`src/rtl/core/assert_macros.svh`:
```
// ----------------------------------------------------------------------------
// assertion macros
// shared concurrent assertion forms for the lane change detector
// ----------------------------------------------------------------------------
`ifndef ASSERT_MACROS_SVH
`define ASSERT_MACROS_SVH

// same-cycle implication
`define ASSERT_IMPLY(label, clk, rst_n, ante, cons) \
  label: assert property (@(posedge clk) disable iff (!rst_n) (ante) |-> (cons)) \
    else $error("%m: implication check failed");

// next-cycle implication
`define ASSERT_NEXT(label, clk, rst_n, ante, cons) \
  label: assert property (@(posedge clk) disable iff (!rst_n) (ante) |=> (cons)) \
    else $error("%m: next-cycle check failed");

`endif

```
`src/rtl/core/lcd_pkg.sv`:
```
// ----------------------------------------------------------------------------
// lcd_pkg
// types, widths and codes shared by the lane change detector modules
// ----------------------------------------------------------------------------
package lcd_pkg;

  localparam int OFFSET_WIDTH = 16;
  localparam int CONF_WIDTH   = 11;
  localparam int THR_WIDTH    = 15;
  localparam int MAG_WIDTH    = OFFSET_WIDTH + 1;
  localparam int CMP_WIDTH    = (MAG_WIDTH > THR_WIDTH) ? MAG_WIDTH : THR_WIDTH;
  localparam int CFG_IDX_WIDTH = 3;

  localparam logic [CFG_IDX_WIDTH-1:0] CFG_QUALITY_THRESHOLD  = 3'd0;
  localparam logic [CFG_IDX_WIDTH-1:0] CFG_START_OFFSET_LIMIT = 3'd1;
  localparam logic [CFG_IDX_WIDTH-1:0] CFG_JUMP_WIDTH         = 3'd2;
  localparam logic [CFG_IDX_WIDTH-1:0] CFG_SETTLE_DELTA       = 3'd3;
  localparam logic [CFG_IDX_WIDTH-1:0] CFG_ABORT_OFFSET       = 3'd4;

  localparam logic [CONF_WIDTH-1:0] RST_QUALITY_THRESHOLD  = 11'd512;
  localparam logic [THR_WIDTH-1:0]  RST_START_OFFSET_LIMIT = 15'd512;
  localparam logic [THR_WIDTH-1:0]  RST_JUMP_WIDTH         = 15'd1536;
  localparam logic [THR_WIDTH-1:0]  RST_SETTLE_DELTA       = 15'd512;
  localparam logic [THR_WIDTH-1:0]  RST_ABORT_OFFSET       = 15'd1024;

  localparam logic [1:0] PHASE_CODE_NONE  = 2'd0;
  localparam logic [1:0] PHASE_CODE_START = 2'd1;
  localparam logic [1:0] PHASE_CODE_IN    = 2'd2;
  localparam logic [1:0] PHASE_CODE_END   = 2'd3;

  localparam logic [1:0] STEADY_MAX  = 2'd3;
  localparam logic [1:0] STEADY_DONE = 2'd2;

  typedef enum logic [3:0] {
    PH_NONE  = 4'b0001,
    PH_START = 4'b0010,
    PH_IN    = 4'b0100,
    PH_END   = 4'b1000
  } phase_t;

  typedef struct packed {
    logic signed [OFFSET_WIDTH-1:0] left_offset;
    logic [CONF_WIDTH-1:0]          left_confidence;
    logic signed [OFFSET_WIDTH-1:0] right_offset;
    logic [CONF_WIDTH-1:0]          right_confidence;
  } in_item_t;

  typedef struct packed {
    logic       left_change;
    logic       right_change;
    logic [1:0] phase_out;
  } out_item_t;

  typedef struct packed {
    logic [CONF_WIDTH-1:0] quality_threshold;
    logic [THR_WIDTH-1:0]  start_offset_limit;
    logic [THR_WIDTH-1:0]  jump_width;
    logic [THR_WIDTH-1:0]  settle_delta;
    logic [THR_WIDTH-1:0]  abort_offset;
  } cfg_regs_t;

  typedef struct packed {
    phase_t     phase;
    logic [1:0] steady_count;
    logic       pending_left;
    logic       pending_right;
  } lcd_state_t;

  // previous frame offsets, confidences one and two frames back
  typedef struct packed {
    logic signed [OFFSET_WIDTH-1:0] left_offset_p;
    logic signed [OFFSET_WIDTH-1:0] right_offset_p;
    logic [CONF_WIDTH-1:0]          left_conf_p;
    logic [CONF_WIDTH-1:0]          right_conf_p;
    logic [CONF_WIDTH-1:0]          left_conf_pp;
    logic [CONF_WIDTH-1:0]          right_conf_pp;
  } lcd_hist_t;

  function automatic logic [MAG_WIDTH-1:0] mag_of(input logic [MAG_WIDTH-1:0] v);
    mag_of = v[MAG_WIDTH-1] ? (~v + MAG_WIDTH'(1)) : v;
  endfunction

  function automatic logic [MAG_WIDTH-1:0] sext_off(input logic [OFFSET_WIDTH-1:0] v);
    sext_off = {v[OFFSET_WIDTH-1], v};
  endfunction

  function automatic logic [1:0] phase_code(input phase_t ph);
    case (ph)
      PH_NONE:  phase_code = PHASE_CODE_NONE;
      PH_START: phase_code = PHASE_CODE_START;
      PH_IN:    phase_code = PHASE_CODE_IN;
      PH_END:   phase_code = PHASE_CODE_END;
      default:  phase_code = PHASE_CODE_NONE;
    endcase
  endfunction

endpackage

```
`src/rtl/core/lcd_step.sv`:
```
// ----------------------------------------------------------------------------
// lcd_step
// per-frame decision logic: quality, magnitudes, jumps and phase update
// ----------------------------------------------------------------------------
module lcd_step (
  input  lcd_pkg::in_item_t   item,
  input  lcd_pkg::cfg_regs_t  cfg,
  input  lcd_pkg::lcd_state_t state,
  input  lcd_pkg::lcd_hist_t  hist,
  output lcd_pkg::lcd_state_t state_nxt,
  output lcd_pkg::lcd_hist_t  hist_nxt,
  output lcd_pkg::out_item_t  result_nxt
);

  logic [lcd_pkg::MAG_WIDTH-1:0] lo_ext, ro_ext;
  logic [lcd_pkg::MAG_WIDTH-1:0] lmag_w, rmag_w, ldelta_w, rdelta_w;
  logic [lcd_pkg::CMP_WIDTH-1:0] lmag, rmag, ldelta, rdelta;
  logic [lcd_pkg::CMP_WIDTH-1:0] start_lim, jump_w, settle_d, abort_o;
  logic quality, start, jump, steady, abort_hit;
  logic [1:0] steady_inc;
  logic flag_en;

  always_comb begin
    lo_ext   = lcd_pkg::sext_off(item.left_offset);
    ro_ext   = lcd_pkg::sext_off(item.right_offset);
    lmag_w   = lcd_pkg::mag_of(lo_ext);
    rmag_w   = lcd_pkg::mag_of(ro_ext);
    ldelta_w = lcd_pkg::mag_of(lo_ext - lcd_pkg::sext_off(hist.left_offset_p));
    rdelta_w = lcd_pkg::mag_of(ro_ext - lcd_pkg::sext_off(hist.right_offset_p));
    lmag     = lcd_pkg::CMP_WIDTH'(lmag_w);
    rmag     = lcd_pkg::CMP_WIDTH'(rmag_w);
    ldelta   = lcd_pkg::CMP_WIDTH'(ldelta_w);
    rdelta   = lcd_pkg::CMP_WIDTH'(rdelta_w);
    start_lim = lcd_pkg::CMP_WIDTH'(cfg.start_offset_limit);
    jump_w    = lcd_pkg::CMP_WIDTH'(cfg.jump_width);
    settle_d  = lcd_pkg::CMP_WIDTH'(cfg.settle_delta);
    abort_o   = lcd_pkg::CMP_WIDTH'(cfg.abort_offset);

    quality = (item.left_confidence > cfg.quality_threshold) &&
              (hist.left_conf_pp > cfg.quality_threshold) &&
              (item.right_confidence > cfg.quality_threshold) &&
              (hist.right_conf_pp > cfg.quality_threshold);
    start     = quality && ((lmag < start_lim) || (rmag < start_lim));
    jump      = (ldelta > jump_w) && (rdelta > jump_w);
    steady    = (ldelta < settle_d) && (rdelta < settle_d);
    abort_hit = (lmag > abort_o) && (rmag > abort_o);

    steady_inc = (state.steady_count < lcd_pkg::STEADY_MAX) ?
                 state.steady_count + 2'd1 : state.steady_count;

    state_nxt = state;
    flag_en   = 1'b0;
    case (state.phase)
      lcd_pkg::PH_NONE: begin
        state_nxt.steady_count = 2'd0;
        if (start) begin
          state_nxt.phase = lcd_pkg::PH_START;
        end
      end
      lcd_pkg::PH_START: begin
        if (!quality || abort_hit) begin
          state_nxt.phase = lcd_pkg::PH_NONE;
        end else if (jump) begin
          state_nxt.phase = lcd_pkg::PH_IN;
          flag_en = 1'b1;
        end
      end
      lcd_pkg::PH_IN: begin
        if (!quality) begin
          state_nxt.phase = lcd_pkg::PH_NONE;
        end else begin
          state_nxt.steady_count = steady ? steady_inc : 2'd0;
          if (state_nxt.steady_count > lcd_pkg::STEADY_DONE) begin
            state_nxt.phase = lcd_pkg::PH_END;
          end else begin
            flag_en = 1'b1;
          end
        end
      end
      default: begin
        state_nxt.steady_count = 2'd0;
        state_nxt.phase = lcd_pkg::PH_NONE;
      end
    endcase

    // direction latches while starting, clears once idle or settled
    if (state_nxt.phase == lcd_pkg::PH_START) begin
      if (lmag > rmag) begin
        state_nxt.pending_right = 1'b1;
      end else begin
        state_nxt.pending_left = 1'b1;
      end
    end else if (state_nxt.phase == lcd_pkg::PH_END ||
                 state_nxt.phase == lcd_pkg::PH_NONE) begin
      state_nxt.pending_left  = 1'b0;
      state_nxt.pending_right = 1'b0;
    end

    result_nxt.left_change  = flag_en && state.pending_left;
    result_nxt.right_change = flag_en && state.pending_right;
    result_nxt.phase_out    = lcd_pkg::phase_code(state_nxt.phase);

    hist_nxt.left_offset_p  = item.left_offset;
    hist_nxt.right_offset_p = item.right_offset;
    hist_nxt.left_conf_p    = item.left_confidence;
    hist_nxt.right_conf_p   = item.right_confidence;
    hist_nxt.left_conf_pp   = hist.left_conf_p;
    hist_nxt.right_conf_pp  = hist.right_conf_p;
  end

endmodule

```
`src/rtl/core/lane_change_detector.sv`:
```
// ----------------------------------------------------------------------------
// lane_change_detector
// tracks lane-line offsets over frames and flags left or right lane changes
// ----------------------------------------------------------------------------
//  channel | ports                                  | carries
//  in      | in_valid, in_ready, in_item            | one perception frame
//  out     | out_valid, out_ready, out_item         | change flags and phase
//  cfg     | cfg_valid, cfg_ready, cfg_index, cfg_data | threshold writes
//
//  one frame per cycle sustained unless out_ready stalls; a request lands
//  in the input register, then the decision logic fills the result
//  register from it and raises the out request
//  reset is synchronous: phase none, history zero, thresholds at defaults
//  a stalled result holds both stages; each stage refills as it drains
//  cfg writes always ready, setting one threshold each
// ----------------------------------------------------------------------------
`include "assert_macros.svh"

module lane_change_detector (
  input  logic                                clk,
  input  logic                                rst_n,
  input  logic                                in_valid,
  output logic                                in_ready,
  input  lcd_pkg::in_item_t                   in_item,
  output logic                                out_valid,
  input  logic                                out_ready,
  output lcd_pkg::out_item_t                  out_item,
  input  logic                                cfg_valid,
  output logic                                cfg_ready,
  input  logic [lcd_pkg::CFG_IDX_WIDTH-1:0]   cfg_index,
  input  logic [lcd_pkg::THR_WIDTH-1:0]       cfg_data
);

  logic                s1_valid_r;
  lcd_pkg::in_item_t   in_item_r;
  logic                out_valid_r;
  lcd_pkg::out_item_t  out_item_r;
  lcd_pkg::cfg_regs_t  cfg_r;
  lcd_pkg::lcd_state_t state_r, state_nxt;
  lcd_pkg::lcd_hist_t  hist_r, hist_nxt;
  lcd_pkg::out_item_t  result_nxt;
  logic                advance;
  logic                step_fire;

  assign advance   = !out_valid_r || out_ready;
  assign step_fire = advance && s1_valid_r;
  assign in_ready  = !s1_valid_r || advance;
  assign out_valid = out_valid_r;
  assign out_item  = out_item_r;
  assign cfg_ready = 1'b1;

  lcd_step u_step (
    .item       (in_item_r),
    .cfg        (cfg_r),
    .state      (state_r),
    .hist       (hist_r),
    .state_nxt  (state_nxt),
    .hist_nxt   (hist_nxt),
    .result_nxt (result_nxt)
  );

  always_ff @(posedge clk) begin
    if (!rst_n) begin
      s1_valid_r  <= 1'b0;
      out_valid_r <= 1'b0;
    end else begin
      if (in_ready) begin
        s1_valid_r <= in_valid;
      end
      if (advance) begin
        out_valid_r <= s1_valid_r;
      end
    end
  end

  always_ff @(posedge clk) begin
    if (in_valid && in_ready) begin
      in_item_r <= in_item;
    end
    if (step_fire) begin
      out_item_r <= result_nxt;
    end
  end

  always_ff @(posedge clk) begin
    if (!rst_n) begin
      state_r.phase         <= lcd_pkg::PH_NONE;
      state_r.steady_count  <= 2'd0;
      state_r.pending_left  <= 1'b0;
      state_r.pending_right <= 1'b0;
      hist_r                <= '0;
    end else if (step_fire) begin
      state_r <= state_nxt;
      hist_r  <= hist_nxt;
    end
  end

  always_ff @(posedge clk) begin
    if (!rst_n) begin
      cfg_r.quality_threshold  <= lcd_pkg::RST_QUALITY_THRESHOLD;
      cfg_r.start_offset_limit <= lcd_pkg::RST_START_OFFSET_LIMIT;
      cfg_r.jump_width         <= lcd_pkg::RST_JUMP_WIDTH;
      cfg_r.settle_delta       <= lcd_pkg::RST_SETTLE_DELTA;
      cfg_r.abort_offset       <= lcd_pkg::RST_ABORT_OFFSET;
    end else if (cfg_valid && cfg_ready) begin
      case (cfg_index)
        lcd_pkg::CFG_QUALITY_THRESHOLD:
          cfg_r.quality_threshold <= cfg_data[lcd_pkg::CONF_WIDTH-1:0];
        lcd_pkg::CFG_START_OFFSET_LIMIT: cfg_r.start_offset_limit <= cfg_data;
        lcd_pkg::CFG_JUMP_WIDTH:         cfg_r.jump_width         <= cfg_data;
        lcd_pkg::CFG_SETTLE_DELTA:       cfg_r.settle_delta       <= cfg_data;
        lcd_pkg::CFG_ABORT_OFFSET:       cfg_r.abort_offset       <= cfg_data;
        default: ;
      endcase
    end
  end

  `ASSERT_IMPLY(a_flags_only_in, clk, rst_n,
    out_valid_r && (out_item_r.left_change || out_item_r.right_change),
    out_item_r.phase_out == lcd_pkg::PHASE_CODE_IN)
  `ASSERT_IMPLY(a_idle_no_pending, clk, rst_n,
    state_r.phase == lcd_pkg::PH_NONE,
    !state_r.pending_left && !state_r.pending_right)
  `ASSERT_IMPLY(a_full_count_ends, clk, rst_n,
    state_r.steady_count == lcd_pkg::STEADY_MAX,
    state_r.phase == lcd_pkg::PH_END)
  `ASSERT_NEXT(a_step_gives_result, clk, rst_n,
    step_fire,
    out_valid_r && out_item_r.phase_out == lcd_pkg::phase_code(state_r.phase))

endmodule
```
`config.mk`:
```
export PLATFORM = sky130hd
export DESIGN_NAME = lane_change_detector
export DESIGN_NICKNAME = d
export VERILOG_FILES = /design/src/rtl/core/lcd_pkg.sv /design/src/rtl/core/lcd_step.sv /design/src/rtl/core/lane_change_detector.sv
export VERILOG_INCLUDE_DIRS = /design/src /design/src/rtl/core
export SDC_FILE = /design/constraint.sdc
export NUM_CORES = 1
export LEC_CHECK = 0
export BUFFER_PORTS_ARGS = -buffer_cell sky130_fd_sc_hd__buf_2
export CORE_MARGIN = 2
export CORE_UTILIZATION = 50
export CTS_CLUSTER_SIZE = 10
export DETAILED_ROUTE_END_ITERATION = 10
export PLACE_DENSITY = 0.7
export RECOVER_POWER = 25
export SETUP_SLACK_MARGIN = 0.1
export SYNTH_ARGS = -nofsm -noshare
export SYNTH_HDL_FRONTEND = slang
export SYNTH_SLANG_ARGS = --single-unit
```
`constraint.sdc`:
```
create_clock -name clk -period 6.2 [get_ports clk]
set_clock_uncertainty 0.1 [all_clocks]
set_input_delay 1.24 -clock clk [delete_from_list [all_inputs] [get_ports clk]]
set_output_delay 1.24 -clock clk [all_outputs]
set_load 0.02 [all_outputs]
```
After elaboration in Yosys (flattened, before gate mapping)
Index checks and enable logic that the tools add are counted.
Widths: inputs -> output; s select.
{"block": "op_classes", "bitwise": 5, "reduce_logical": 29, "n_eq_ne": 14, "n_div": 0, "addsub": 7, "n_shift": 0, "n_mul": 0, "n_lt_le_gt_ge": 15, "muxes": 24}
{"operator": "$add 17x1->17 const B", "count": 4}
{"operator": "$gt 17x15->1", "count": 4}
{"operator": "$lt 17x15->1", "count": 4}
{"operator": "$mux 17", "count": 4}
{"operator": "$not 17->17", "count": 4}
{"operator": "$gt 11x11->1", "count": 4}
{"operator": "$sub 16x16->17", "count": 2}
{"operator": "$mux 4", "count": 5}
{"operator": "$gt 17x17->1", "count": 1}
{"operator": "$pmux 4 s3", "count": 1}
{"operator": "$logic_and 1x1->1", "count": 11}
{"operator": "$mux 2", "count": 5}
{"operator": "$reduce_and 2->1", "count": 5}
{"operator": "$reduce_and 3->1", "count": 3}
{"operator": "$eq 4x1->1 const B", "count": 2}
{"operator": "$eq 4x2->1 const B", "count": 2}
{"operator": "$eq 4x3->1 const B", "count": 2}
{"operator": "$eq 3x2->1 const B", "count": 2}
{"operator": "$mux 1", "count": 6}
{"operator": "$pmux 2 s3", "count": 1}
{"operator": "$logic_or 1x1->1", "count": 5}
{"operator": "$eq 4x4->1 const B", "count": 1}
{"operator": "$ne 2x2->1 const B", "count": 2}
{"operator": "$pmux 2 s2", "count": 1}
{"operator": "other kinds (11)", "count": 13}
{"block": "totals", "romBits": 0, "memories": 0, "ff_bits": 215, "ramBits": 0, "latch_bits": 0, "elab_cells": 118, "output_inout_bits": 7}

Logic depth before layout (Yosys ltp)
{"block": "logic_depth", "depth_word": 15, "mapped_depth": 24, "depth_no_buf": 23}

Cells and area by module
From an unflattened synthesis, not the netlist that was laid out.
{"block": "hier_totals", "hier_cells": 1790, "hier_area_um2": 15656.3}
{"module": "lcd_step", "n_inst": 1, "cells_each": 1100, "area_each_um2": 8087.8}
{"module": "lane_change_detector", "n_inst": 1, "cells_each": 690, "area_each_um2": 7568.5}

Worst setup path before layout
Ideal clock, no wire load.
{"block": "synth_path", "path_kind": "reg-to-reg", "startpoint": "register in_item_r[38] (netlist bit)", "endpoint": "register out_item_r, in the netlist out_item[2], data pin", "arrival_ns": 5.482, "t_required_ns": 5.845, "path_stages_with_launch": 25, "setup_ns": 0.255, "path_slack_ns": 0.364, "cell_sequence": "edfxtp_1 > inv_1 > ha_1 > fa_1 > nand2b_1 > a2111oi_0 > nor3_1 > o21bai_1 > nand2_1 > a31oi_1 > clkbuf_1 > nor2_1 > a21oi_1 > ha_1 > a21boi_0 > o21a_1 > o2111ai_1 > a21oi_1 > a2111oi_0 > o21ai_0 > a2111oi_0 > o211a_1 > a31o_1 > o21ai_0 > and2_1"}
{"element": "start, declared", "line": "lane_change_detector.sv:35", "rtl": "lcd_pkg::in_item_t in_item_r;"}
{"element": "start signal, assigned", "line": "lane_change_detector.sv:78", "rtl": "in_item_r <= in_item;"}
{"element": "end signal, assigned", "line": "lane_change_detector.sv:81", "rtl": "out_item_r <= result_nxt;"}
{"element": "end, declared", "line": "lane_change_detector.sv:37", "rtl": "lcd_pkg::out_item_t out_item_r;"}

==> flow_summary_export.csv <==
group,metric,value,unit
synthesis,syn_area_per_cell,8.22,um2
placed_design,place_congestion,0.938,
placed_design,place_ws,-0.495,ns
timing,maxSlewHeadroom,0.211,
grt,grt_start_max_net_pins,87,
detailed_routing,drt_iter0_markers,897,
clocking,cts_tree,"built",
clocking,clockRootBuffer,"clkbuf_16",
synthesis,synth_edf_count,58,
clocking,insertion_delay,0.55,ns
detailed_routing,firstDrtPassIters,5,
cells_and_area,nNetsFinal,2125,
critical_path,critical_path.max_fanout,6,
detailed_routing,post-route-drc-count,0,
min_path,hold_class,"flip-flop to flip-flop",
grt,grt_first_pass_wirelength,62600,um
timing,hold_violations,0,
critical_path,crit_slowest_cell,"a2111oi_4",
timing,slew_violations,0,
cells_and_area,instances_no_fill,2232,
floorplanning,dieWidth,174,um
timing,period_share,0.949,
critical_path,setup.worst_path.start_class,"flip-flop",
placed_design,dpl.cell_count,2183,
clocking,cts.clk_slew.worst_paths,0.06,ns
clocking,cts-hold-fix-buffers,0,
synthesis,synth_top_cell_by_area,"dfxtp_1",
synthesis,synth_top_area_frac,0.217,
critical_path,crit_top_cell,"buf_4",
detailed_routing,wl_per_cell,17.9,um
placed_design,place_area,15200,um2
floorplanning,core_area,28600,um2
clocking,cts.path.max_buffers,3,
power,powerDensity,252,nW/um2
floorplanning,num_io_pins,84,
timing,period_minus_slack,5.89,ns
critical_path,max_stage_delay,0.47,ns
critical_path,worst_setup_path_end_kind,"flip-flop",
synthesis,yosys-top-cells-area,"dfxtp_1 22%, ha_1 18%, edfxtp_1 12%, nand2_1 9.4%, a21oi_1 7.5%",
grt,overflow,0,
floorplanning,die_h,174,um
synthesis,synth_cells,1759,
power,peakVddDrop,0.233,mV
cells_and_area,register_area,4880,um2
grt,track_usage,0.257,
power,p_leak,6.28,nW
cells_and_area,final_cell_area,16100,um2
cells_and_area,fill_cells,2615,
critical_path,crit_type,"flip-flop to flip-flop",
detailed_routing,routed_wl,39900,um
detailed_routing,antenna_left,0,
flow_run,drv_cap,0,
placed_design,portBuffers,82,
critical_path,critPathArrivalTime,6.08,ns
timing,tightest_slew,1.18,ns
synthesis,ys_warn_count,0,
placed_design,post-dp-hpwl,30500,um
detailed_routing,viasPerCell,5.71,
synthesis,synth_cell_type_count,77,
clocking,clock_sinks,215,
synthesis,async_flop_share,0,
floorplanning,dieArea,30300,um2
timing,setup_violations,0,
floorplanning,rows,62,
grt,grt_pass1_vias,11916,
synthesis,yosysSeqAreaShare,0.338,
cells_and_area,diodes,0,
clocking,h-tree-depth,1,
cells_and_area,drive_gt1_frac,0.0860,
clocking,numCtsBuffers,26,
timing,tns,0,ns
cells_and_area,syn2layout_area_growth,11.5,%
synthesis,synth-seq-cells,215,
critical_path,worst_ep_required_time,6.40,ns
floorplanning,initial_core_util,0.505,
detailed_routing,vias,12737,
synthesis,synth_flop_cell,"dfxtp_1",
grt,antenna_found_initial,0,
synthesis,synth_area,14500,um2
timing,layout_setup_ws,0.313,ns
cells_and_area,multiInputGateArea,8900,um2
timing,max_freq,0.170,GHz
status,status,"finished, final reports clean",
-- layer usage --
layer,GRT usage,vias up,wire length (um)
met5,0,-,0
met4,0.0735,0,1080
met3,0.0247,72,1940
met2,0.423,361,18200
met1,0.358,5968,18600
li1,-,6336,-
-- where the power goes --
part	internal [mW]	total [mW]	switching [mW]
clock	0.786	1.37	0.584
sequential	1.50	1.54	0.0432
combinational	0.449	1.14	0.693
total	2.74	4.06	1.32
-- registers in the layout, indices dropped and copies added, names as in the netlist --
signal      cells
hist_r         76
cfg_r          71
in_item_r      54
state_r         8
out_item        4
out_valid       1
s1_valid_r      1
-- cell usage in the layout (no fill, tap or decap), types with 16 or more instances in the layout --
cell       synthesis  routed
ha_1             213     213
a21oi_1          218     217
clkbuf_1          54      16
nand4_1           23      23
nand2_1          362     362
o21a_1            17      17
o21ai_0           71      69
buf_4              1      19
clkbuf_16          0      26
nor3_1            19      19
dfxtp_1          157     157
nand3_1           25      25
edfxtp_1          58      58
xnor2_1           40      40
buf_2              2      78
nand2b_1          21      20
nor2b_1           23      23
nor2_1            69      69
xor2_1            28      28
inv_1            143     142
a21o_1            18      18
-- worst paths after layout --
path / cells past startpoint / to / slack (ns) / start
hold reg to reg: 2 / hist_r[16]$_SDFFE_PN0P_ / 0.35 / hist_r[38]$_SDFFE_PN0P_
hold / removal: 2 / hist_r[16]$_SDFFE_PN0P_ / 0.35 / hist_r[38]$_SDFFE_PN0P_
setup / recovery: 25 / out_item[3]$_DFFE_PP_ / 0.31 / in_item_r[38]$_DFFE_PP_
setup reg to reg: 25 / out_item[3]$_DFFE_PP_ / 0.31 / in_item_r[38]$_DFFE_PP_
-- cells by family (layout without fill, tap and decap cells) --
logic type                 Yosys count  in the layout  share of synthesized area
muxes                                3              3                    0.00208
and+or+nand+nor                    607            607                      0.190
adders and majority gates          215            215                      0.187
other                                2              3                   0.000519
DFF                                215            215                      0.338
AOI/OAI and AO/OA                  448            448                      0.189
buffers and inverters              201            289                     0.0526
xor gates and xnor gates            68             68                     0.0412
-- area by class of cell --
class	count	area share
flip-flops and latches	215	0.303
well taps	384	0.0298
multi-input cells	1344	0.552
clock buffers	39	0.0440
repair buffers	102	0.0347
inverters	144	0.0337
clock inverters	4	0.00279
-- synthesized netlist by cell type, types with 19 or more instances --
library cell and n:
o21ai_0 71, nand4_1 23, xnor2_1 40, dfxtp_1 157
nand2_1 362, nand3_1 25, nor2b_1 23, a21oi_1 218
inv_1 143, nand2b_1 21, clkbuf_1 54, xor2_1 28
edfxtp_1 58, ha_1 213, nor3_1 19, nor2_1 69
-- metrics by stage --
stage | utilization | hold slack, ns | total power, mW
after floorplan | - | 0.332 | 2.33
after global placement | 0.533 | 0.336 | 2.62
after detailed placement | 0.533 | 0.345 | 2.65
after CTS | 0.560 | 0.352 | 4.03
after global routing | 0.563 | 0.364 | 4.28
final | 0.563 | 0.348 | 4.06
-- timing repair --
| item | 4_1_cts | 5_1_grt |
|---|---|---|
| buffers inserted | 0 | 5 |
| setup endpoints to repair | 9 | 11 |
| cloned | 0 | 1 |
| pin swaps | 1 | 3 |
| resized for setup | 5 | 13 |
-- critical path, delay by kind of cell (launching register included) --
kind	cells	cell delay, ns
and+or+nand+nor	4	0.53
adders and majority gates	3	0.92
DFF	1	0.40
buffers and inverters	6	0.93
xor gates and xnor gates	1	0.18
AOI/OAI and AO/OA	11	2.58
(Power assumes the default switching activity.)
